## config.mk

```make
export PLATFORM = sky130hd
export DESIGN_NAME = hsv_to_rgb_pixel_unit
export DESIGN_NICKNAME = d
export VERILOG_FILES = /design/src/hw/rtl/hsv2rgb_pkg.sv /design/src/hw/rtl/hsv_to_rgb_pixel_unit.sv
export SDC_FILE = /design/constraint.sdc
export NUM_CORES = 2
export LEC_CHECK = 0
export ABC_AREA = 1
export BUFFER_PORTS_ARGS = -buffer_cell sky130_fd_sc_hd__buf_2
export CORE_ASPECT_RATIO = 1.1
export CORE_MARGIN = 2
export CORE_UTILIZATION = 62
export CTS_CLUSTER_SIZE = 14
export DETAILED_ROUTE_END_ITERATION = 8
export PLACE_DENSITY = 0.78
export SLEW_MARGIN = 20
export SYNTH_ARGS = -nofsm -noshare
export SYNTH_HDL_FRONTEND = slang
export SYNTH_SLANG_ARGS = --single-unit
```

## constraint.sdc

```tcl
create_clock -name i_clk -period 8.9 [get_ports i_clk]
set_input_delay 0.445 -clock i_clk [delete_from_list [all_inputs] [get_ports i_clk]]
set_output_delay 0.445 -clock i_clk [all_outputs]
set_load 0.03 [all_outputs]
```

## src/hw/rtl/hsv2rgb_pkg.sv

```systemverilog
// hsv2rgb_pkg: constants and small helpers for the hsv to rgb pixel pipeline
// no dependencies; imported by hsv_to_rgb_pixel_unit and hsv2rgb_checker
package hsv2rgb_pkg;

    localparam int unsigned PIPE_STAGES = 6;

    // hue range is 5760 = 45 * 128, reduce by blocks of 128
    localparam int unsigned HUE_W       = 16;
    localparam int unsigned HUE_LO_W    = 7;
    localparam int unsigned HUE_HI_W    = HUE_W - HUE_LO_W;
    localparam int unsigned X_W         = 13;
    localparam int unsigned HUE_RECIP_SHIFT = 15;

    localparam logic [5:0]  HUE_BLOCKS  = 6'd45;
    localparam logic [9:0]  HUE_RECIP   = 10'd729;

    localparam int unsigned UNIT_W      = 10;
    localparam logic [UNIT_W-1:0] UNIT  = 10'd960;

    localparam logic [X_W-1:0] RED_CENTER   = 13'd2880;
    localparam logic [X_W-1:0] GREEN_CENTER = 13'd1920;
    localparam logic [X_W-1:0] BLUE_CENTER  = 13'd3840;
    localparam logic [X_W-1:0] PEAK         = 13'd1920;

    localparam int unsigned SCALE_W     = 18;
    localparam logic [SCALE_W-1:0] FULL_SCALE = 18'd244800;
    localparam logic [SCALE_W-1:0] HALF_SCALE = 18'd122400;

    localparam int unsigned NUM_W       = 26;
    localparam int unsigned RECIP_W     = 15;
    localparam int unsigned RECIP_SHIFT = 32;
    localparam logic [RECIP_W-1:0] RECIP = 15'd17544;
    localparam int unsigned QUOT_W      = 9;

    localparam int unsigned PIX_W       = 8;
    localparam int unsigned CHANNELS    = 3;

    function automatic logic [X_W-1:0] abs_diff(input logic [X_W-1:0] a,
                                                 input logic [X_W-1:0] b);
        logic [X_W-1:0] d;
        begin
            if (a > b) begin
                d = a - b;
            end else begin
                d = b - a;
            end
            return d;
        end
    endfunction

    function automatic logic [UNIT_W-1:0] clamp_unit(input logic signed [X_W+1:0] t);
        logic [UNIT_W-1:0] c;
        begin
            if (t < 0) begin
                c = '0;
            end else if (t > $signed({5'd0, UNIT})) begin
                c = UNIT;
            end else begin
                c = t[UNIT_W-1:0];
            end
            return c;
        end
    endfunction

endpackage

```

## src/hw/rtl/hsv_to_rgb_pixel_unit.sv

```systemverilog
// hsv_to_rgb_pixel_unit: six stage pipeline converting one hsv pixel to 8-bit rgb
// depends on hsv2rgb_pkg
//
// usage:
//   input channel i_valid/o_ready carries i_hue (sixteenths of a degree, any
//   16-bit value, wrapped at 360 degrees), i_saturation and i_brightness
//   (255 means full). output channel o_valid/i_ready carries o_red, o_green,
//   o_blue, one item per input item, in order.
//   throughput is one item per cycle while the receiver keeps i_ready high.
//   an accepted item reaches o_valid through six register stages, which are
//   hue wrap, channel weights, saturation product, brightness product,
//   reciprocal multiply for the divide by 244800, and the final correction.
//   each stage loads whenever it is empty or the stage after it moves, so
//   empty slots close up during a stall and o_ready only drops once all six
//   stages hold items. while i_ready is low the output item holds steady.
//   synchronous reset empties every stage; no other state is kept.
module hsv_to_rgb_pixel_unit (
    input  logic                          i_clk,
    input  logic                          i_rst_n,
    input  logic                          i_valid,
    output logic                          o_ready,
    input  logic [hsv2rgb_pkg::HUE_W-1:0] i_hue,
    input  logic [hsv2rgb_pkg::PIX_W-1:0] i_saturation,
    input  logic [hsv2rgb_pkg::PIX_W-1:0] i_brightness,
    output logic                          o_valid,
    input  logic                          i_ready,
    output logic [hsv2rgb_pkg::PIX_W-1:0] o_red,
    output logic [hsv2rgb_pkg::PIX_W-1:0] o_green,
    output logic [hsv2rgb_pkg::PIX_W-1:0] o_blue
);
    import hsv2rgb_pkg::*;

    logic [PIPE_STAGES-1:0] r_vld;
    logic [PIPE_STAGES-1:0] n_vld;
    logic [PIPE_STAGES-1:0] en;

    // stage 1: block quotient of the hue
    logic [HUE_HI_W-1:0]      r_s1_hi, n_s1_hi;
    logic [HUE_LO_W-1:0]      r_s1_lo;
    logic [3:0]               r_s1_q, n_s1_q;
    logic [PIX_W-1:0]         r_s1_sat, r_s1_bri;
    logic [HUE_HI_W+9:0]      s1_prod;

    // stage 2: channel weights
    logic [UNIT_W-1:0]        r_s2_c [CHANNELS];
    logic [UNIT_W-1:0]        n_s2_c [CHANNELS];
    logic [PIX_W-1:0]         r_s2_sat, r_s2_bri;
    logic [HUE_HI_W-1:0]      s2_qx;
    logic [HUE_HI_W-1:0]      s2_rem;
    logic [X_W-1:0]           s2_x;

    // stage 3: full scale minus saturation term
    logic [SCALE_W-1:0]       r_s3_a [CHANNELS];
    logic [SCALE_W-1:0]       n_s3_a [CHANNELS];
    logic [PIX_W-1:0]         r_s3_bri;

    // stage 4: rounded numerator
    logic [NUM_W-1:0]         r_s4_n [CHANNELS];
    logic [NUM_W-1:0]         n_s4_n [CHANNELS];

    // stage 5: quotient estimate
    logic [NUM_W-1:0]         r_s5_n [CHANNELS];
    logic [QUOT_W-1:0]        r_s5_qe [CHANNELS];
    logic [QUOT_W-1:0]        n_s5_qe [CHANNELS];

    // stage 6: corrected and clamped channel
    logic [PIX_W-1:0]         r_s6_pix [CHANNELS];
    logic [PIX_W-1:0]         n_s6_pix [CHANNELS];

    always_comb begin
        en[PIPE_STAGES-1] = !r_vld[PIPE_STAGES-1] || i_ready;
        for (int k = PIPE_STAGES - 2; k >= 0; k--) begin
            en[k] = !r_vld[k] || en[k+1];
        end
        n_vld[0] = i_valid;
        for (int k = 1; k < PIPE_STAGES; k++) begin
            n_vld[k] = r_vld[k-1];
        end
    end

    assign o_ready = en[0];
    assign o_valid = r_vld[PIPE_STAGES-1];
    assign o_red   = r_s6_pix[0];
    assign o_green = r_s6_pix[1];
    assign o_blue  = r_s6_pix[2];

    always_comb begin
        n_s1_hi = i_hue[HUE_W-1:HUE_LO_W];
        s1_prod = (HUE_HI_W+10)'(n_s1_hi) * (HUE_HI_W+10)'(HUE_RECIP);
        n_s1_q  = s1_prod[HUE_HI_W+9:HUE_RECIP_SHIFT];
    end

    always_comb begin
        logic [HUE_HI_W:0] qx;
        qx     = (HUE_HI_W+1)'(r_s1_q) * (HUE_HI_W+1)'(HUE_BLOCKS);
        s2_qx  = qx[HUE_HI_W-1:0];
        s2_rem = r_s1_hi - s2_qx;
        s2_x   = {s2_rem[5:0], r_s1_lo};
        n_s2_c[0] = clamp_unit($signed({2'b00, abs_diff(s2_x, RED_CENTER)})
                               - $signed({5'd0, UNIT}));
        n_s2_c[1] = clamp_unit($signed({2'b00, PEAK})
                               - $signed({2'b00, abs_diff(s2_x, GREEN_CENTER)}));
        n_s2_c[2] = clamp_unit($signed({2'b00, PEAK})
                               - $signed({2'b00, abs_diff(s2_x, BLUE_CENTER)}));
    end

    always_comb begin
        logic [SCALE_W-1:0] t;
        logic [NUM_W-1:0]   p;
        logic [NUM_W+RECIP_W-1:0] m;
        logic [NUM_W:0]     back;
        logic [NUM_W:0]     r;
        logic [QUOT_W-1:0]  q;
        for (int ch = 0; ch < CHANNELS; ch++) begin
            t = SCALE_W'(r_s2_sat) * SCALE_W'(UNIT - r_s2_c[ch]);
            n_s3_a[ch] = FULL_SCALE - t;

            p = NUM_W'(r_s3_bri) * NUM_W'(r_s3_a[ch]);
            n_s4_n[ch] = p + NUM_W'(HALF_SCALE);

            m = (NUM_W+RECIP_W)'(r_s4_n[ch]) * (NUM_W+RECIP_W)'(RECIP);
            n_s5_qe[ch] = m[NUM_W+RECIP_W-1:RECIP_SHIFT];

            back = (NUM_W+1)'(r_s5_qe[ch]) * (NUM_W+1)'(FULL_SCALE);
            r    = {1'b0, r_s5_n[ch]} - back;
            q    = r_s5_qe[ch] + QUOT_W'(r >= (NUM_W+1)'(FULL_SCALE));
            if (q[QUOT_W-1]) begin
                n_s6_pix[ch] = '1;
            end else begin
                n_s6_pix[ch] = q[PIX_W-1:0];
            end
        end
    end

    always_ff @(posedge i_clk) begin
        if (!i_rst_n) begin
            r_vld <= '0;
        end else begin
            for (int k = 0; k < PIPE_STAGES; k++) begin
                if (en[k]) begin
                    r_vld[k] <= n_vld[k];
                end
            end
        end
    end

    always_ff @(posedge i_clk) begin
        if (en[0]) begin
            r_s1_hi  <= n_s1_hi;
            r_s1_lo  <= i_hue[HUE_LO_W-1:0];
            r_s1_q   <= n_s1_q;
            r_s1_sat <= i_saturation;
            r_s1_bri <= i_brightness;
        end
        if (en[1]) begin
            r_s2_c   <= n_s2_c;
            r_s2_sat <= r_s1_sat;
            r_s2_bri <= r_s1_bri;
        end
        if (en[2]) begin
            r_s3_a   <= n_s3_a;
            r_s3_bri <= r_s2_bri;
        end
        if (en[3]) begin
            r_s4_n   <= n_s4_n;
        end
        if (en[4]) begin
            r_s5_n   <= r_s4_n;
            r_s5_qe  <= n_s5_qe;
        end
        if (en[5]) begin
            r_s6_pix <= n_s6_pix;
        end
    end

endmodule

```

# Word-level counts from Yosys, hierarchy flattened
# Index checks and enable logic that the tools add are counted.
op_classes:
  multipliers: 14
  reduce_logical: 15
  add_sub_neg: 25
  n_mux: 6
  n_lt_le_gt_ge: 12
op_table:
  columns: ["operator", "count"]
  rows:
  - ["multiplier 26 x 12 -> 38 bit (second input constant)", 3]
  - [">= comparator 27 x 18 -> 1 bit (second input constant)", 3]
  - ["subtractor 26 x 27 -> 27 bit", 3]
  - ["adder 26 x 17 -> 26 bit (second input constant)", 3]
  - ["multiplier 8 x 18 -> 26 bit", 3]
  - ["multiplier 9 x 12 -> 21 bit (second input constant)", 3]
  - ["multiplier 9 x 11 -> 18 bit", 3]
  - ["subtractor 18 bit (first input constant)", 3]
  - ["greater-than comparator 14 x 11 -> 1 bit (second input constant)", 3]
  - ["< comparator 14 x 1 -> 1 bit (second input constant)", 3]
  - ["two-way mux 13 bit", 3]
  - ["subtractor 10 x 10 -> 11 bit (first input constant)", 3]
  - ["two-way mux 10 bit", 3]
  - ["subtractor 11 x 13 -> 14 bit (first input constant)", 2]
  - ["adder 9 x 1 -> 9 bit", 3]
  - ["greater-than comparator 13 x 12 -> 1 bit (second input constant)", 2]
  - ["subtractor 12 x 13 -> 13 bit (first input constant)", 2]
  - ["subtractor 13 x 12 -> 13 bit (second input constant)", 2]
  - ["multiplier 9 x 10 -> 19 bit (second input constant)", 1]
  - ["subtractor 13 x 10 -> 14 bit (second input constant)", 1]
  - ["greater-than comparator 13 x 11 -> 1 bit (second input constant)", 1]
  - ["subtractor 11 x 13 -> 13 bit (first input constant)", 1]
  - ["subtractor 13 x 11 -> 13 bit (second input constant)", 1]
  - ["logical NOT 1 bit", 6]
  - ["4 further kinds", 11]
word_totals:
  reg_bits: 354
  inputBits: 36
  wordCells: 107

# Depth between registers and ports, before layout
logic_depth:
  ltp_word: 7
  depth_mapped: 41
  ltp_nobuf: 41

# Worst setup path after synthesis
# OpenSTA, ideal clock, no wires.
synth_timing:
  path_kind: "flip-flop to output port"
  from: "register r_vld[5]"
  to: "output port o_ready"
  required_ns: 8.455
  arrival_time_ns: 7.223
  setup_slack_ns: 1.232
  path_stages_with_launch: 12
  cell_sequence: "dfxtp_1 inv_1 nor2_1 inv_1 nor2_1 inv_1 nor2_1 inv_1 nor2_1 inv_1 nor2_1 nand2_1"
synth_via:
  elab_chain_cells: 7
synth_rtl:
  columns: ["element", "line_no", "rtl"]
  rows:
  - ["start: declaration", "hsv_to_rgb_pixel_unit.sv:33", "logic [PIPE_STAGES-1:0] r_vld;"]
  - ["start signal: indexed assignment", "hsv_to_rgb_pixel_unit.sv:141", "r_vld[k] <= n_vld[k];"]
  - ["logical NOT 1 bit", "hsv_to_rgb_pixel_unit.sv:71", "en[PIPE_STAGES-1] = !r_vld[PIPE_STAGES-1] || i_ready;"]
  - ["logical OR 1 bit", "hsv_to_rgb_pixel_unit.sv:71", null]
  - ["via en[5]", "hsv_to_rgb_pixel_unit.sv:35", "logic [PIPE_STAGES-1:0] en;"]
  - ["logical OR 1 bit", "hsv_to_rgb_pixel_unit.sv:73", "en[k] = !r_vld[k] || en[k+1];"]
  - ["via en[4]", "hsv_to_rgb_pixel_unit.sv:35", null]
  - ["logical OR 1 bit", "hsv_to_rgb_pixel_unit.sv:73", null]
  - ["via en[3]", "hsv_to_rgb_pixel_unit.sv:35", null]
  - ["logical OR 1 bit", "hsv_to_rgb_pixel_unit.sv:73", null]
  - ["via en[2]", "hsv_to_rgb_pixel_unit.sv:35", null]
  - ["logical OR 1 bit (2 in series)", "hsv_to_rgb_pixel_unit.sv:73", null]
  - ["end: declaration", "hsv_to_rgb_pixel_unit.sv:21", "output logic o_ready,"]
# The timed path passes the listed nets, and every way through them passes these cells.

# Worst setup path after layout
layout_timing:
  from: "register r_s5_qe[24] (netlist name)"
  to: "register r_s6_pix (netlist bit o_red[0]), data pin"
layout_via:
  elab_chain_cells: 4
layout_rtl:
  columns: ["element", "line_no", "rtl"]
  rows:
  - ["start: declaration", "hsv_to_rgb_pixel_unit.sv:63", "logic [QUOT_W-1:0] r_s5_qe [CHANNELS];"]
  - ["start signal: assignment", "hsv_to_rgb_pixel_unit.sv:169", "r_s5_qe <= n_s5_qe;"]
  - ["multiplier 9 x 12 -> 21 bit", "hsv_to_rgb_pixel_unit.sv:124", "back = (NUM_W+1)'(r_s5_qe[ch]) * (NUM_W+1)'(FULL_SCALE);"]
  - ["subtractor 26 x 27 -> 27 bit", "hsv_to_rgb_pixel_unit.sv:125", "r = {1'b0, r_s5_n[ch]} - back;"]
  - [">= comparator 27 x 18 -> 1 bit", "hsv_to_rgb_pixel_unit.sv:126", "q = r_s5_qe[ch] + QUOT_W'(r >= (NUM_W+1)'(FULL_SCALE));"]
  - ["adder 9 x 1 -> 9 bit (*)", "hsv_to_rgb_pixel_unit.sv:126", null]
  - ["end signal: assignment", "hsv_to_rgb_pixel_unit.sv:172", "r_s6_pix <= n_s6_pix;"]
  - ["end: declaration", "hsv_to_rgb_pixel_unit.sv:67", "logic [PIX_W-1:0] r_s6_pix [CHANNELS];"]
# Mark *: on every way between the ends. The rest lies on a longest branch, timed or not.
# A chain may end at the register's enable or synchronous reset.

==> impl_metrics.py <==
metrics = {
    "status": {
        "status": "completed",
    },
    "clock_tree": {
        "clkSinkCount": 342,
        "insertion_delay_ps": 610,
        "clock_path_buffers": 3,
        "cts_tree": "done",
        "cts.htree.levels": 2,
        "clk_pin_slew_ps": 60,
        "cts_made_buffers": 44,
        "ctsHoldBuffers": 17,
        "cts_root_buf": "clkbuf_16",
        "cts_setup_buffers": 0,
        "cts_resized": 0,
    },
    "timing": {
        "drv_slew": 0,
        "rsz0062_at_grt": "no",
        "finClkSkew_ps": 34.0,
        "setup_viol": 0,
        "worst_pin_slew_ps": 924,
        "tns_ps": 0,
        "fin_crit_sh_pct": 85.0,
        "fmax_mhz": 132,
        "finalHoldViolations": 0,
        "relSlewSlack_pct": 38.4,
        "min_period_ps": 7570,
    },
    "die": {
        "start_util_pct": 62.8,
        "pin_count": 62,
        "coreArea_mm2": 0.0913,
        "fp.dieW_um": 294,
        "die_area_mm2": 0.0949,
        "rows": 116,
        "die_h_um": 323,
    },
    "final_layout": {
        "drive_above_1_share_pct": 3.40,
        "syn2layout_area_growth_pct": 5.28,
        "num-nets-final": 8348,
        "diodes": 0,
    },
    "run": {
        "cap_violations": 0,
    },
    "route": {
        "vias": 41800,
        "drc": 0,
        "ant_nets": 0,
        "drt-vias-per-instance": 5.29,
        "routedWlPerCell_um": 14.6,
        "first_iter_violations": 2022,
        "wirelength_um": 115000,
        "drtPass1Iterations": 6,
    },
    "global_routing": {
        "antenna_found_initial": 1,
        "grt_pass1_wl_um": 202000,
        "overflow": 0,
        "grt_pass1_vias": 44500,
        "grt_usage_pct": 25.5,
        "grt_max_degree": 71,
    },
    "logic_synthesis": {
        "synth_common_cells": "inv_1, nand2_1, ha_1",
        "ys_ff_latch": 342,
        "syn_avg_cell_area_um2": 8.60,
        "ys.flop_type": "edfxtp_1",
        "synth.distinct_cells": 56,
        "synth_top_cell_by_area": "fa_1",
        "syn_inst": 6668,
        "yosys_warnings": 0,
        "netlist_top_cells_area": "fa_1, ha_1, edfxtp_1",
        "yosys.cell_count.top_type": "inv_1",
        "synth_nets": 8342,
        "yosysSeqAreaShare_pct": 17.8,
        "synthArstFlopShare_pct": 0,
        "synth_edf_count": 336,
        "synth_top_area_share_pct": 25.8,
        "synth_area_mm2": 0.0573,
    },
    "min_path": {
        "hp-class": "input port to flop",
    },
    "worst_setup_path": {
        "cp-end-kind": "flop",
        "r2r_slack_ps": 1330,
        "critPathMaxFanout": 8,
        "crit_top_cell": "nand2_1",
        "arrival_ps": 7930,
        "crit_buf_inv": 5,
        "crit_type": "flop to flop",
        "worst_ep_required_time_ps": 9260,
        "critPathMaxStageDelay_ps": 680,
        "crit_slowest_cell": "fa_1",
        "crit_family": "adder cells",
        "start_kind": "flop",
    },
    "placed_design": {
        "port_buffers": 61,
        "gp_congestion": 0.918,
        "hpwl_um": 96300,
    },
}
per-layer routing:
metal	GRT usage, %	part of all wire (%)
met5	0	0.011
met4	8.59	3.4
met3	2.52	3.9
met2	47.2	51
met1	31.0	41
worst reg2reg max path: cells and delay by family (launching register included):
| kind | cells | cell delay, ps |
|---|---|---|
| compound gates | 5 | 780 |
| xor+xnor | 2 | 300 |
| fa+ha+maj | 7 | 3160 |
| buf+inv | 5 | 320 |
| flops | 1 | 570 |
| simple gates | 21 | 2210 |
layout by cell type, fill, tap and decap left out, types with 8 or more instances in the layout:
| cell | netlist | final |
|---|---|---|
| inv_1 | 1722 | 1718 |
| nand2_1 | 1226 | 1226 |
| ha_1 | 899 | 899 |
| fa_1 | 739 | 739 |
| nor2_1 | 354 | 354 |
| edfxtp_1 | 336 | 336 |
| a21oi_1 | 306 | 306 |
| xor2_1 | 201 | 201 |
| o21ai_0 | 138 | 138 |
| nand3_1 | 132 | 132 |
| xnor2_1 | 101 | 101 |
| nand4_1 | 65 | 65 |
| buf_2 | 6 | 61 |
| nor3_1 | 46 | 46 |
| clkbuf_16 | 0 | 45 |
| buf_4 | 2 | 25 |
| or2_2 | 21 | 21 |
| a31oi_1 | 20 | 20 |
| o21bai_1 | 19 | 19 |
| dlygate4sd3_1 | 0 | 17 |
| o211ai_1 | 15 | 15 |
| a21o_1 | 15 | 15 |
| o21a_1 | 13 | 13 |
| nand3b_1 | 13 | 13 |
| a211oi_1 | 12 | 12 |
| a21boi_0 | 11 | 11 |
| o31ai_1 | 11 | 11 |
| nand3_2 | 10 | 10 |
| nor4_1 | 9 | 9 |
| inv_2 | 6 | 8 |
| nor2_2 | 8 | 8 |
| clkbuf_1 | 85 | 8 |
registers in the layout (all words and copies together) (netlist names), 27 cells and up:
name	cells
r_s4_n	78
r_s5_n	66
r_s2_c	30
r_s5_qe	27
r_s3_a	54
metrics by stage:
stage	instance area (um^2)	setup slack (ps)	cells	hold WS [ps]	util, %
6_report	60400	1330	7889	35.9	66.1
5_1_grt	60400	638	7889	14.4	66.1
4_1_cts	60400	1250	7889	0.742	66.1
3_5_place_dp	58700	1260	7791	405	64.3
3_3_place_gp	58700	1450	7791	403	64.3
2_1_floorplan	57300	1230	6668	400	-
final timing paths:
kind | start | endpoint | cells past startpoint
setup / recovery | r_s5_qe[24]$_DFFE_PP_ | o_red[0]$_SDFFCE_PP1P_ | 40
hold / removal | i_saturation[2] | r_s1_sat[2]$_DFFE_PP_ | 1
hold reg to reg | r_s1_sat[5]$_DFFE_PP_ | r_s2_sat[5]$_DFFE_PP_ | 0
setup reg to reg | r_s5_qe[24]$_DFFE_PP_ | o_red[0]$_SDFFCE_PP1P_ | 40
kinds of logic after synthesis:
family,count (synthesis),synth area share (%)
xor gates and xnor gates,303,4.64
buffers and inverters,1876,12.4
and+or+nand+nor,1918,13.9
adders and majority gates,1638,45.4
AOI/OAI and AO/OA,591,5.81
DFF,342,17.8
cell type report:
| cell class | count | area (um^2) |
|---|---|---|
| sequential | 342 | 10200 |
| clock buffer | 55 | 1180 |
| tap | 1180 | 1480 |
| clock inverter | 26 | 314 |
| timing repair buffer | 104 | 683 |
| fill | 7307 | 30900 |
| inverter | 1732 | 6510 |
| multi-input combinational | 4450 | 40000 |
Power is left out: the tool's default activity adds up to more than one toggle a clock period on the data nets, which glitch-free logic cannot reach.
